<file path="src/hw/rtl/cmfb_pkg.sv">
// ----------------------------------------------------------------------------
// cmfb_pkg
// Shared types, register indexes, mask kinds and the divide-by-255 helper
// for the colour mask fill blend unit.
// ----------------------------------------------------------------------------
package cmfb_pkg;

  localparam int unsigned CFG_IDX_W = 3;
  localparam int unsigned KIND_W    = 2;

  // Register indexes on the configuration port.
  localparam logic [CFG_IDX_W-1:0] CFG_FILL_RED     = 3'd0;
  localparam logic [CFG_IDX_W-1:0] CFG_FILL_GREEN   = 3'd1;
  localparam logic [CFG_IDX_W-1:0] CFG_FILL_BLUE    = 3'd2;
  localparam logic [CFG_IDX_W-1:0] CFG_FILL_OPACITY = 3'd3;
  localparam logic [CFG_IDX_W-1:0] CFG_MASK_KIND    = 3'd4;

  // Mask kinds.
  localparam logic [KIND_W-1:0] KIND_NONE  = 2'd0;
  localparam logic [KIND_W-1:0] KIND_BIT   = 2'd1;
  localparam logic [KIND_W-1:0] KIND_ALPHA = 2'd2;

  localparam logic [7:0] BYTE_ZERO = 8'h00;
  localparam logic [7:0] BYTE_FULL = 8'hff;

  // Reset values of the registers.
  localparam logic [7:0]        RST_FILL_OPACITY = BYTE_FULL;
  localparam logic [KIND_W-1:0] RST_MASK_KIND    = KIND_ALPHA;

  typedef struct packed {
    logic [7:0] blue;
    logic [7:0] green;
    logic [7:0] red;
  } pix_t;

  typedef struct packed {
    logic replace;
    logic blend;
  } mode_t;

  // Exact floor(x / 255) for any x up to 255 * 255.
  function automatic logic [7:0] div255(input logic [15:0] x);
    logic [16:0] s;
    s = {1'b0, x} + {9'b0, x[15:8]} + 17'd1;
    return s[15:8];
  endfunction

endpackage

</file>
<file path="src/hw/rtl/cmfb_alpha.sv">
// ----------------------------------------------------------------------------
// cmfb_alpha
// First two pipeline stages: decide between keep, replace and blend, and
// derive the effective alpha, scaling the mask by the opacity when needed.
// ----------------------------------------------------------------------------
module cmfb_alpha
  import cmfb_pkg::*;
(
  input  logic              clk,
  input  logic              ld1,
  input  logic              ld2,
  input  logic [7:0]        mask_alpha,
  input  pix_t              dst_in,
  input  logic [7:0]        fill_opacity,
  input  logic [KIND_W-1:0] mask_kind,
  output logic [7:0]        alpha,
  output mode_t             mode,
  output pix_t              dst_out
);

  logic [7:0]  a_dir_nxt, a_dir_r;
  logic        scale_nxt, scale_r;
  mode_t       mode_nxt, mode1_r, mode2_r;
  logic [15:0] prod_r;
  pix_t        dst1_r, dst2_r;
  logic [7:0]  alpha2_r;
  logic        op_full, m_set;

  assign op_full = (fill_opacity == BYTE_FULL);
  assign m_set   = (mask_alpha != BYTE_ZERO);

  always_comb begin
    mode_nxt  = '0;
    a_dir_nxt = fill_opacity;
    scale_nxt = 1'b0;
    if (fill_opacity != BYTE_ZERO) begin
      unique case (mask_kind)
        KIND_NONE: begin
          mode_nxt.replace = op_full;
          mode_nxt.blend   = !op_full;
        end
        KIND_BIT: begin
          mode_nxt.replace = m_set && op_full;
          mode_nxt.blend   = m_set && !op_full;
        end
        KIND_ALPHA: begin
          if (m_set) begin
            if (op_full) begin
              mode_nxt.replace = (mask_alpha == BYTE_FULL);
              mode_nxt.blend   = (mask_alpha != BYTE_FULL);
              a_dir_nxt        = mask_alpha;
            end else begin
              mode_nxt.blend = 1'b1;
              scale_nxt      = 1'b1;
            end
          end
        end
        default: mode_nxt = '0;
      endcase
    end
  end

  // Stage 1: decision and mask times opacity.
  always_ff @(posedge clk) begin
    if (ld1) begin
      mode1_r <= mode_nxt;
      a_dir_r <= a_dir_nxt;
      scale_r <= scale_nxt;
      prod_r  <= 16'(mask_alpha) * 16'(fill_opacity);
      dst1_r  <= dst_in;
    end
  end

  // Stage 2: effective alpha.
  always_ff @(posedge clk) begin
    if (ld2) begin
      alpha2_r <= scale_r ? div255(prod_r) : a_dir_r;
      mode2_r  <= mode1_r;
      dst2_r   <= dst1_r;
    end
  end

  assign alpha   = alpha2_r;
  assign mode    = mode2_r;
  assign dst_out = dst2_r;

endmodule

</file>
<file path="src/hw/rtl/cmfb_chan.sv">
// ----------------------------------------------------------------------------
// cmfb_chan
// Stages three and four for one colour channel: the two blend products,
// then their floored quotients, the saturating sum and the result select.
// ----------------------------------------------------------------------------
module cmfb_chan
  import cmfb_pkg::*;
(
  input  logic       clk,
  input  logic       ld3,
  input  logic       ld4,
  input  logic [7:0] dst,
  input  logic [7:0] col,
  input  logic [7:0] alpha,
  input  mode_t      mode,
  output logic [7:0] res
);

  logic [15:0] pd_r, pc_r;
  logic [7:0]  dst3_r, res_r;
  mode_t       mode3_r;
  logic [8:0]  sum;
  logic [7:0]  mixed;

  // Stage 3: dst * (255 - a) and col * a.
  always_ff @(posedge clk) begin
    if (ld3) begin
      pd_r    <= 16'(dst) * 16'(BYTE_FULL - alpha);
      pc_r    <= 16'(col) * 16'(alpha);
      dst3_r  <= dst;
      mode3_r <= mode;
    end
  end

  assign sum   = {1'b0, div255(pd_r)} + {1'b0, div255(pc_r)};
  assign mixed = sum[8] ? BYTE_FULL : sum[7:0];

  // Stage 4: result register, which is also the output register.
  always_ff @(posedge clk) begin
    if (ld4) begin
      if (mode3_r.replace) begin
        res_r <= col;
      end else if (mode3_r.blend) begin
        res_r <= mixed;
      end else begin
        res_r <= dst3_r;
      end
    end
  end

  assign res = res_r;

endmodule

</file>
<file path="src/hw/rtl/color_mask_fill_blend_unit.sv">
// ----------------------------------------------------------------------------
// color_mask_fill_blend_unit
// Fills a stream of destination pixels with a configured colour under a
// mask, with global opacity, and flags which pixels were written.
// ----------------------------------------------------------------------------
//
//  Channel   Direction  Payload
//  in_*      slave      tdata: mask_alpha, dest_red, dest_green, dest_blue
//  out_*     master     tdata: out_red, out_green, out_blue; tuser: written
//  cfg_*     slave      cfg_index (register), cfg_data (value)
//
// One beat is taken per clock cycle unless the full pipeline is stalled,
// and each input beat yields exactly one output beat: stage one decides
// the operation and forms mask times opacity, stage two divides that by
// 255, stage three forms the two blend products per channel and stage four
// divides, sums, saturates and holds the result in the output register.
// Each stage carries its own valid bit and moves on whenever the next
// stage is empty or moving, so a stall on the output loses and repeats
// nothing and bubbles are squeezed out. rst_n is synchronous, active low;
// it empties the pipeline and sets the registers to their reset values.
// Configuration writes are always taken (cfg_ready is tied high); indexes
// beyond the register list are ignored.
// ----------------------------------------------------------------------------
module color_mask_fill_blend_unit
  import cmfb_pkg::*;
(
  input  logic                 clk,
  input  logic                 rst_n,
  // Input stream.
  input  logic                 in_tvalid,
  output logic                 in_tready,
  input  logic [31:0]          in_tdata,   // mask_alpha, dest_red, dest_green, dest_blue
  // Output stream.
  output logic                 out_tvalid,
  input  logic                 out_tready,
  output logic [23:0]          out_tdata,  // out_red, out_green, out_blue
  output logic                 out_tuser,  // written
  // Configuration writes.
  input  logic                 cfg_valid,
  output logic                 cfg_ready,
  input  logic [CFG_IDX_W-1:0] cfg_index,
  input  logic [7:0]           cfg_data
);

  // Configuration registers.
  logic [7:0]        fill_red_r, fill_green_r, fill_blue_r, fill_opacity_r;
  logic [KIND_W-1:0] mask_kind_r;

  assign cfg_ready = 1'b1;

  always_ff @(posedge clk) begin
    if (!rst_n) begin
      fill_red_r     <= BYTE_ZERO;
      fill_green_r   <= BYTE_ZERO;
      fill_blue_r    <= BYTE_ZERO;
      fill_opacity_r <= RST_FILL_OPACITY;
      mask_kind_r    <= RST_MASK_KIND;
    end else if (cfg_valid && cfg_ready) begin
      unique case (cfg_index)
        CFG_FILL_RED:     fill_red_r     <= cfg_data;
        CFG_FILL_GREEN:   fill_green_r   <= cfg_data;
        CFG_FILL_BLUE:    fill_blue_r    <= cfg_data;
        CFG_FILL_OPACITY: fill_opacity_r <= cfg_data;
        CFG_MASK_KIND:    mask_kind_r    <= cfg_data[KIND_W-1:0];
        default: ;
      endcase
    end
  end

  // Pipeline flow control: a stage advances when it is empty or when the
  // stage after it advances.
  logic v1_r, v2_r, v3_r, v4_r;
  logic adv1, adv2, adv3, adv4;

  assign adv4 = !v4_r || out_tready;
  assign adv3 = !v3_r || adv4;
  assign adv2 = !v2_r || adv3;
  assign adv1 = !v1_r || adv2;

  assign in_tready = adv1;

  always_ff @(posedge clk) begin
    if (!rst_n) begin
      v1_r <= 1'b0;
      v2_r <= 1'b0;
      v3_r <= 1'b0;
      v4_r <= 1'b0;
    end else begin
      if (adv1) v1_r <= in_tvalid;
      if (adv2) v2_r <= v1_r;
      if (adv3) v3_r <= v2_r;
      if (adv4) v4_r <= v3_r;
    end
  end

  // Stages one and two.
  pix_t       dst_in, dst2;
  logic [7:0] alpha2;
  mode_t      mode2;

  assign dst_in.red   = in_tdata[15:8];
  assign dst_in.green = in_tdata[23:16];
  assign dst_in.blue  = in_tdata[31:24];

  cmfb_alpha u_alpha (
    .clk          (clk),
    .ld1          (adv1),
    .ld2          (adv2),
    .mask_alpha   (in_tdata[7:0]),
    .dst_in       (dst_in),
    .fill_opacity (fill_opacity_r),
    .mask_kind    (mask_kind_r),
    .alpha        (alpha2),
    .mode         (mode2),
    .dst_out      (dst2)
  );

  // Stages three and four, one lane per channel.
  pix_t res;

  cmfb_chan u_chan_red (
    .clk   (clk),
    .ld3   (adv3),
    .ld4   (adv4),
    .dst   (dst2.red),
    .col   (fill_red_r),
    .alpha (alpha2),
    .mode  (mode2),
    .res   (res.red)
  );

  cmfb_chan u_chan_green (
    .clk   (clk),
    .ld3   (adv3),
    .ld4   (adv4),
    .dst   (dst2.green),
    .col   (fill_green_r),
    .alpha (alpha2),
    .mode  (mode2),
    .res   (res.green)
  );

  cmfb_chan u_chan_blue (
    .clk   (clk),
    .ld3   (adv3),
    .ld4   (adv4),
    .dst   (dst2.blue),
    .col   (fill_blue_r),
    .alpha (alpha2),
    .mode  (mode2),
    .res   (res.blue)
  );

  // The written flag follows the pixel through stages three and four.
  logic wr3_r, wr4_r;

  always_ff @(posedge clk) begin
    if (adv3) wr3_r <= mode2.replace || mode2.blend;
    if (adv4) wr4_r <= wr3_r;
  end

  assign out_tvalid = v4_r;
  assign out_tdata  = res;
  assign out_tuser  = wr4_r;

  // An empty pipeline must be able to take a beat.
  a_empty_ready: assert property (@(posedge clk) disable iff (!rst_n)
    (!v1_r && !v2_r && !v3_r && !v4_r) |-> in_tready)
    else $error("pipeline empty but input not ready");

  // A decision is never both replace and blend.
  a_mode_excl: assert property (@(posedge clk) disable iff (!rst_n)
    v2_r |-> !(mode2.replace && mode2.blend))
    else $error("replace and blend both set");

  // A held item in the middle of the pipeline is not dropped.
  a_hold_mid: assert property (@(posedge clk) disable iff (!rst_n)
    (v2_r && !adv2) |=> v2_r)
    else $error("stalled stage two item lost");

  // An item leaving stage three always finds room in stage four.
  a_hold_out: assert property (@(posedge clk) disable iff (!rst_n)
    (v3_r && adv3) |=> v4_r)
    else $error("stage three item did not reach the output register");

endmodule
</file>
<file path="config.mk">
export PLATFORM = sky130hd
export DESIGN_NAME = color_mask_fill_blend_unit
export DESIGN_NICKNAME = d
export VERILOG_FILES = /design/src/hw/rtl/cmfb_pkg.sv /design/src/hw/rtl/cmfb_alpha.sv /design/src/hw/rtl/cmfb_chan.sv /design/src/hw/rtl/color_mask_fill_blend_unit.sv
export SDC_FILE = /design/constraint.sdc
export NUM_CORES = 1
export LEC_CHECK = 0
export ABC_CLOCK_PERIOD_IN_PS = 8500
export BUFFER_PORTS_ARGS = -buffer_cell sky130_fd_sc_hd__buf_2
export CELL_PAD_IN_SITES_DETAIL_PLACEMENT = 0
export CELL_PAD_IN_SITES_GLOBAL_PLACEMENT = 1
export CORE_AREA = 4 4 205 247
export DETAILED_ROUTE_END_ITERATION = 6
export DIE_AREA = 0 0 209 251
export GPL_TIMING_DRIVEN = 1
export PLACE_DENSITY = 0.95
export SKIP_CTS_REPAIR_TIMING = 1
export SLEW_MARGIN = 25
export SYNTH_ARGS = -nofsm -noshare
export SYNTH_HDL_FRONTEND = slang
export SYNTH_SLANG_ARGS = --single-unit
</file>
<file path="constraint.sdc">
create_clock -name clk -period 8.5 [get_ports clk]
set_input_delay 0.425 -clock clk [delete_from_list [all_inputs] [get_ports clk]]
set_output_delay 0.425 -clock clk [all_outputs]
set_load 0.02 [all_outputs]
</file>
== Word level (Yosys, flattened, before mapping) ==
Cells that the tools add are included.

* Add/subtract/negate cells: 18
* Multiply operators: 7
* Equal/unequal tests: 9
* Multiplexer cells: 19
* Reduce and logical (&&, ||, !) cells: 22

{| class="wikitable"
|+ Operator list
! kind !! number
|-
| 16-bit by 1-bit adder with 16-bit output (second input constant) || 7
|-
| 16-bit by 8-bit adder with 16-bit output || 7
|-
| 8-bit two-way mux || 14
|-
| 8-bit by 8-bit multiplier with 16-bit output || 4
|-
| 8-bit by 16-bit multiplier with 16-bit output || 3
|-
| 8-bit by 8-bit adder with 9-bit output || 3
|-
| 8-bit equality test (second input constant) || 2
|-
| 8-bit nonzero test || 2
|-
| 2-bit AND reduction || 5
|-
| 8-bit by 8-bit subtractor with 9-bit output (first input constant) || 1
|-
| 8-bit != test (second input constant) || 1
|-
| 3-bit by 2-bit equality test with 1-bit output (second input constant) || 2
|-
| 2-bit case mux with 3 select lines || 1
|-
| 1-bit logical NOT || 5
|-
| 1-bit logical OR || 5
|-
| 3-bit by 1-bit equality test with 1-bit output (second input constant) || 1
|-
| 3-bit equality test (second input constant) || 1
|-
| 3-bit logical NOT || 1
|-
| 1-bit two-way mux || 3
|-
| 3-bit AND reduction || 1
|-
| 2-bit by 1-bit equality test with 1-bit output (second input constant) || 1
|-
| 2-bit equality test (second input constant) || 1
|-
| 1-bit logical AND || 2
|-
| 2-bit logical NOT || 1
|-
| 2-bit two-way mux || 1
|}

* Register bits after elaboration: 271
* Input bits: 48
* Output and inout bits: 28
* Logic and storage cells: 114

== Depth between registers and ports, before layout ==
Gate-level depths: netlist of run 1.

* Word-level depth: 6
* Gate-level depth with buffers: 18
* Gate-level depth less buffers: 16

== Modules after synthesis ==
From an unflattened synthesis of run 1, not the netlist that was laid out.

* Cell total of the unflattened synthesis: 2671
* Area total of the unflattened synthesis: 27418.8 µm²

{| class="wikitable"
|+ By module, submodules not included
! module !! instances !! cells each !! area each (µm²) !! seq. area each (µm²)
|-
| cmfb_chan at u_chan_green || 1 || 707 || 6865.3 || 1501.4
|-
| cmfb_chan at u_chan_blue || 1 || 682 || 6836.6 || 1501.4
|-
| cmfb_chan at u_chan_red || 1 || 684 || 6757.7 || 1501.4
|-
| cmfb_alpha || 1 || 443 || 5348.9 || 2552.4
|-
| color_mask_fill_blend_unit || 1 || 155 || 1610.3 || 820.8
|}

== Worst setup path before layout of run 1 ==
No wires, ideal clock.

* Path kind: register to register
* Start point: register u_alpha.alpha2_r[2], in the netlist u_alpha.alpha[2]
* End point: register u_chan_green.pc_r[13], data pin
* Setup time: 259 ps
* Arrival time: 4445 ps
* Required time: 8241 ps
* Slack: 3796 ps
* Cell stages (with the launch flop): 17
* Path buffers: 2
* Clock period less this slack: 4704 ps
* Cells stage by stage: edfxtp_1 > clkbuf_1 > clkbuf_1 > nand2_1 > fa_1 > fa_1 > inv_1 > fa_1 > inv_1 > fa_1 > inv_1 > ha_1 > o21ai_0 > a211oi_1 > or3_1 > o31a_1 > xor2_1

* Cells in the longest elaborated chain, start to end: 1

{| class="wikitable"
|+ RTL lines
! what !! RTL line !! source
|-
| start: declaration || cmfb_alpha.sv:26 || <nowiki>logic [7:0] alpha2_r;</nowiki>
|-
| start signal: assignment || cmfb_alpha.sv:77 || <nowiki>alpha2_r <= scale_r ? div255(prod_r) : a_dir_r;</nowiki>
|-
| 8-bit by 8-bit multiplier with 16-bit output || cmfb_chan.sv:29 || <nowiki>pc_r <= 16'(col) * 16'(alpha);</nowiki>
|-
| end signal: assignment || cmfb_chan.sv:29 ||
|-
| end: declaration || cmfb_chan.sv:19 || <nowiki>logic [15:0] pd_r, pc_r;</nowiki>
|}

No other way between the ends.
A chain may end at the register's enable or synchronous reset.

== Worst setup path after layout of run 1 ==
Ends and elaborated chain as after synthesis.

==> metrics.sh, run 1 <==
STATUS='complete, no violations'
SYN_AVG_CELL_AREA_SQ_UM=10.12
POWER.DENSITY_mW_PER_MM2=342.2
SLEW_VIOLATIONS=0
MOST_COMMON_LIBRARY_CELL_IN_THE_LAYOUT_IGNORING_FILL_AND_TAPS='inv_1'
CORE.ROWCOUNT=88
OVERFLOW=0
HOLD_VIOL_FINAL=0
CLOCK.FMAX_MHz=181.5
GRT_ANTENNA_BEFORE_REPAIR=0
FLOORPLAN.DIE.WIDTH_UM=209
CORE_REGION_AREA_SQ_MM=0.04801
HOLD_DEPTH=1
CTS-ROOT-BUF='clkbuf_16'
DIE_OUTLINE_AREA_SQ_MM=0.05246
SIGNAL_ARRIVAL_TIME_AT_THE_WORST_ENDPOINT_PS=5840
DRTANTENNAVIOLNETS=0
LAYOUT-DRIVE-GT1-SHARE_PCT=6.132
GLOBAL_ROUTER_S_OVERALL_RESOURCE_USAGE_PCT=23.35
CAP_VIOLATIONS=0
GP_CONGESTION=0.8848
PATH_MAX_FANOUT=26
YOSYSSEQAREASHARE_PCT=29.05
POWER_LEAKAGE_uW=0.01383
FINAL_CELL_MIX='inv_1 (370), ha_1 (325), fa_1 (255)'
CRITICALPATHCATEGORY='register to register'
ROUTE.VIAS.TOTAL=18729
IRDROPWORSTVDD_uV=300.4
STARTPOINT_TYPE='register'
CTS_BUFFERS=29
CLOCK-SKEW-FINAL_PS=27.14
DR.PASS1.ITERS=7
INITIAL_CORE_UTIL_PCT=55.62
SYNTH.NET_COUNT=3266
SETUP_VIOL=0
WIRE_PER_INST_UM=18.09
SYNTH_SEQ_CELLS=271
DRT-TOTAL-WL_UM=60390
FIRST_GLOBAL_VIAS=19933
NUM_IO_PINS=76
TIGHTESTPINTRANSITION_PS=1018
POST_LAYOUT_MINIMUM_CYCLE_TIME_PS=5508
TOTAL_POWER_uW=9855
CRIT_PATH_END_KIND='register'
CRIT_REQUIRED_PS=8830
FINAL.FILL_COUNT=4071
CTS_MAX_LEVEL=1
WORSTSKEWPAIRLATENCY_PS=600
FINALWORSTSETUPSLACK_PS=2992
PORT_BUFFERS=74
SYN-INSTANCE-COUNT=2638
GRT_SETUP_UNREPAIRED='false'
SYNTHFLOPTYPE='edfxtp_1'
FIN_TNS_SETUP_PS=0
SYNTH-WARNING-COUNT=0
SYN_TO_FINAL_GROWTH_PCT=7.864
DETAIL_ROUTE.VIAS_PER_CELL=5.611
SYN-CELL-AREA_SQ_MM=0.02670
SYNTH-EDFF-COUNT=233
TRITONCTS='built'
POST_LAYOUT_NONFILLER_INSTANCES=3338
CLKSINKCOUNT=271
FINAL_UTIL_PCT=59.99
MAX-CLOCK-PATH-BUFFERS=3
LAYOUT.NETS=3313
TIMING.HOLD.WORST.CLASS='primary input to register'
GRT_FIRST_PASS_WIRELENGTH_UM=100800
DETAILEDROUTE.FIRSTITERATIONVIOLATIONS=1111
GRT_START_MAX_NET_PINS=81
TIMING.FINAL.CRIT_SHARE_PCT=64.80
SYNTH_ASYNC_SR_FLOP_SHARE_PCT=0
PLACE.DETAILED.INSTANCES=3273
MAX_SLEW_MARGIN_PCT=31.73
DRC=0
REG2REG_DEPTH=15
DIE-HEIGHT_UM=251
PLACE.DETAILED.HPWL_UM=46690
CTS.REPORTEDPATHS.CLKPINSLEW_PS=60
DP_WORST_SETUP_SLACK_PS=3017
SYNTH_CELL_TYPES=63
cells by family (layout without fill, tap and decap cells):
logic type      count (synthesis)  in the layout  share of synthesized area (%)
fa+ha+maj                     580            580                          34.35
xor+xnor                      138            138                          4.527
flops                         271            271                          29.05
mux                             4              4                         0.1500
other cells                     1              2                        0.01405
simple gates                  824            824                          16.73
compound gates                366            366                          8.749
buf+inv                       454            523                          6.430
path summary, 6_finish.rpt:
kind	end	start	slack (ps)
hold reg to reg	u_alpha.dst_out[20]	u_alpha.dst1_r[20]	420
setup / recovery	u_chan_green.pc_r[13]	u_alpha.alpha[2]	2990
setup reg to reg	u_chan_green.pc_r[13]	u_alpha.alpha[2]	2990
hold / removal	u_alpha.dst1_r[11]	in_tdata[19]	9
synthesized netlist by cell type, types with 5 or more instances:
master	count	area (sq um)
edfxtp_1	233	6997
a31o_2	8	70.07
o21bai_1	8	60.06
a21o_1	33	247.7
clkbuf_1	73	274.0
a211oi_1	11	82.58
dfxtp_1	38	760.7
xnor2_1	102	893.4
nand4_1	13	81.33
and3_1	18	112.6
a21boi_0	26	195.2
o211ai_1	7	52.55
xor2_1	36	315.3
nor3_1	15	75.07
or3_1	5	31.28
a21oi_1	99	495.5
ha_1	325	4066
o21ai_0	76	380.4
o21a_1	27	202.7
buf_1	7	26.28
nor2_1	82	307.8
o21ai_1	5	25.02
inv_1	371	1393
and2_1	217	1358
nand3_1	37	185.2
or4_1	5	37.54
o22ai_1	31	193.9
nor2b_1	183	1145
nand2b_1	40	250.2
nand2_1	185	694.4
or2_2	7	43.79
fa_1	255	5105
per-stage QoR:
stage	hold slack, ps	area, sq um
6_report	9.385	28800
5_1_grt	0.2434	28800
4_1_cts	-32.90	28680
3_5_place_dp	404.5	27650
3_3_place_gp	400.8	27650
2_1_floorplan	400.3	26700
power breakdown:
part / internal (uW) / switching (uW)
clock: 814 / 566
combinational: 2650 / 3480
sequential: 2060 / 285
total: 5530 / 4330
worst max-delay path, cell delays in order, from the launching register on:
cell	delay, ps
edfxtp_1	980
buf_4	410
nand2_1	120
fa_1	530
fa_1	560
inv_1	60
fa_1	490
inv_1	50
fa_1	470
inv_1	40
ha_1	300
o21ai_0	280
a211oi_1	110
or3_1	400
o31a_1	270
xor2_1	150
layout make-up:
class / instances / area, sq um / area share (%)
multi-input combinational: 1913 / 17240 / 59.85
antenna: 1 / 2.502 / 0.008689
inverter: 371 / 1393 / 4.836
sequential: 271 / 7757 / 26.94
clock inverter: 23 / 304.0 / 1.056
clock buffer: 30 / 729.5 / 2.533
timing repair buffer: 99 / 589.3 / 2.046
tap: 630 / 788.3 / 2.737
routing by layer:
metal  GRT usage [%]  part of all wire [%]
met1           28.76                    39
met5               0                     0
met4           7.740                   3.5
met2           42.82                    52
met3           2.571                   5.0
(Power assumes the default switching activity.)
==> run 2: changes to the inputs <==
- ABC_CLOCK_PERIOD_IN_PS: 8500 -> 4650
- CORE_AREA: 4 4 205 247 -> 4 4 223 269
- DIE_AREA: 0 0 209 251 -> 0 0 227 273
- PLACE_DENSITY: 0.95 -> 0.86
- clock period: 8.5 -> 4.65 ns (I/O delays scaled with it)
==> run 2 against run 1 <==
Compared with the run above:
- the run now ends with hold timing left
- clock power grew 93%
- wire length grew 5.7%
- design area grew 4.8%
- via count grew 1.6%
- clock skew shrank 4.2 ps
- critical path type unchanged
==> metrics.sh, run 2 (same netlist as run 1, synthesis figures left out) <==
CRIT_PATH_END_KIND='register'
POST_LAYOUT_MINIMUM_CYCLE_TIME_PS=4557  # -951.5 ps
POWER.DENSITY_mW_PER_MM2=647.6  # +89%
FLOORPLAN.DIE.WIDTH_UM=227  # +8.6%
TIMING.FINAL.CRIT_SHARE_PCT=98.00  # +33 points
SETUP_VIOL=0  # unchanged
ROUTE.VIAS.TOTAL=19037  # +1.6%
TIMING.HOLD.WORST.START='cfg_data[3]'
DETAILEDROUTE.FIRSTITERATIONVIOLATIONS=1188  # +6.9%
CTS_MAX_LEVEL=2  # +1
LAYOUT-DRIVE-GT1-SHARE_PCT=10.38  # +4.3 points
MOST_COMMON_LIBRARY_CELL_IN_THE_LAYOUT_IGNORING_FILL_AND_TAPS='inv_1'
GLOBAL_ROUTER_S_OVERALL_RESOURCE_USAGE_PCT=20.50  # -2.8 points
POWER_LEAKAGE_uW=0.01443  # +4.4%
CAP_VIOLATIONS=0  # unchanged
DP_WORST_SETUP_SLACK_PS=-23.33  # -3040 ps
WORST-R2R-SETUP-SLACK_PS=90  # -2900 ps
FINAL_AREA_SQ_MM=0.03018  # +4.8%
DIE_OUTLINE_AREA_SQ_MM=0.06197  # +18%
GP_CONGESTION=0.9094  # +2.8%
POST_LAYOUT_NONFILLER_INSTANCES=3557  # +6.6%
DRC=0  # unchanged
NUM_ANTENNA_CELLS=0  # -1
MULTI_INPUT_AREA_SQ_MM=0.01742  # +1.0%
CORE.ROWCOUNT=96  # +9.1%
DRT-TOTAL-WL_UM=63830  # +5.7%
CTS-ROOT-BUF='clkbuf_16'
COMBINED_FLIP_FLOP_AND_LATCH_CELL_AREA_SQ_MM=0.007757  # unchanged
HOLD_DEPTH=3  # +2
DRTANTENNAVIOLNETS=0  # unchanged
TIMING.CRITICAL_PATH.MODE_CELL='fa_1'
DR.PASS1.ITERS=5  # -2
TRITONCTS='built'
CRITICALPATHCATEGORY='register to register'
SLEW_VIOLATIONS=0  # unchanged
SYN_TO_FINAL_GROWTH_PCT=13.05
CRIT_REQUIRED_PS=4940  # -3890 ps
DIE-HEIGHT_UM=273  # +8.8%
HOLD_PATH_END='fill_opacity_r[3]'
WHS_PS=-6.970  # -16.36 ps
CLOCK.FMAX_MHz=219.4  # +21%
PATH_DELAY_FAMILY='adder cells'
CORE_REGION_AREA_SQ_MM=0.05705  # +19%
STARTPOINT_TYPE='register'
REG2REG_DEPTH=15  # unchanged
TIGHTESTPINTRANSITION_PS=1021  # +3.119 ps
LAYOUT.NETS=3424  # +3.4%
PLACE.DETAILED.HPWL_UM=48970  # +4.9%
FIRST_GLOBAL_VIAS=19947  # +0.070%
INITIAL_CORE_UTIL_PCT=46.80  # -8.8 points
CLKSINKCOUNT=271  # unchanged
NUM_IO_PINS=76  # unchanged
CRITICAL-PATH-MAX-STAGE-DELAY_PS=490  # -490 ps
R2R-START='u_alpha.alpha[4]'
PLACEMENT.CELL_AREA_SQ_MM=0.02842  # +2.8%
FINAL.FILL_COUNT=4959  # +22%
VIOLATIONS_IN_THE_FINAL_REPORTS='hold timing'
IRDROPWORSTVDD_uV=531.8  # +77%
FINAL_CELL_MIX='inv_1 (370), ha_1 (319), fa_1 (252)'
PATH_MAX_FANOUT=16  # -38%
WORSTSKEWPAIRLATENCY_PS=550  # -50 ps
MAX-CLOCK-PATH-BUFFERS=3  # unchanged
CTS_BUFFERS=34  # +17%
GRT_ANTENNA_BEFORE_REPAIR=0  # unchanged
CP_NUM_BUF_INV=4  # unchanged
MAX_SLEW_MARGIN_PCT=31.94  # +0.21 points
CTS.REPORTEDPATHS.CLKPINSLEW_PS=70  # about the same
STATUS='finished, violations left'
PORT_BUFFERS=74  # unchanged
GRT_FIRST_PASS_WIRELENGTH_UM=102100  # +1.2%
GRT_SETUP_UNREPAIRED='true'
CLOCK-SKEW-FINAL_PS=22.98  # -4.160 ps
PLACE.DETAILED.INSTANCES=3451  # +5.4%
DETAIL_ROUTE.VIAS_PER_CELL=5.352  # -4.6%
TIMING.HOLD.WORST.CLASS='primary input to register'
SIGNAL_ARRIVAL_TIME_AT_THE_WORST_ENDPOINT_PS=4840  # -1000 ps
OVERFLOW=0  # unchanged
FINALWORSTSETUPSLACK_PS=93.13  # -2898 ps
GRT_START_MAX_NET_PINS=71  # -12%
HOLD_VIOL_FINAL=1  # +1
WORST_PATH_SLOWEST_CELL='fa_1'
WIRE_PER_INST_UM=17.95  # -0.80%
WORSTPATHCELLLIST='buf_6 > clkbuf_16 > and2_1 > fa_1 > fa_1 > inv_1 > fa_2 > fa_1 > inv_1 > ha_1 > o21ai_2 > a211oi_1 > or3_4 > o31a_1 > xor2_1'
RR_ENDPOINT='u_chan_green.pc_r[13]'
==> run 2: worst reg2reg max path: stages (launching register included) <==
cell,delay (ps)
edfxtp_1,440
buf_6,170
clkbuf_16,170
and2_1,180
fa_1,390
fa_1,490
inv_1,60
fa_2,460
fa_1,480
inv_1,40
ha_1,320
o21ai_2,110
a211oi_1,130
or3_4,390
o31a_1,320
xor2_1,150
==> run 2: through the flow <==
step,hold slack [ps],power [uW],utilization (%),TNS (ps)
6_report,-6.970,19550,52.90,0
5_1_grt,10.66,21400,52.90,-97.51
2_1_floorplan,331.4,12720,-,0
3_5_place_dp,404.5,16170,49.80,-24.40
4_1_cts,-182.4,18990,51.76,-55.92
3_3_place_gp,403.5,15830,49.80,0
==> run 2: per-layer routing <==
metal  wire length [um]  vias to the layer above  GRT usage [%]
li1                   -                     9040              -
met1              26200                     9411          26.02
met2              31890                      442          35.20
met3               2878                      144          2.632
met4               2867                        0          8.809
met5                  0                        -              0
==> run 2: power breakdown <==
| part | switching, uW | internal [uW] | leakage [uW] |
|---|---|---|---|
| combinational | 6970 | 5740 | 0.0110 |
| sequential | 417 | 3760 | 0.00286 |
| clock | 1120 | 1540 | 0.000539 |
==> run 2: area by class of cell <==
class / instances / share of cell area [%]
clock buffers: 37 / 2.856
clock inverters: 25 / 0.8374
inverters: 371 / 4.614
multi-input cells: 1913 / 57.70
flip-flops and latches: 271 / 25.70
well taps: 735 / 3.047
repair buffers: 205 / 5.244
==> run 2: worst max-delay path by stage <==
stage	to	start	cells past startpoint	slack (ps)
after floorplan	u_chan_green.pc_r[13]	u_alpha.alpha[6]	16	6
after global placement	u_chan_red.pd_r[13]	u_alpha.alpha[5]	16	80
after detailed placement	u_chan_green.pc_r[13]	u_alpha.alpha[3]	15	-20
after CTS	u_chan_red.pc_r[13]	u_alpha.alpha[4]	17	-30
after global routing	u_chan_green.pc_r[13]	u_alpha.alpha[4]	15	-30
final	u_chan_green.pc_r[13]	u_alpha.alpha[4]	15	90
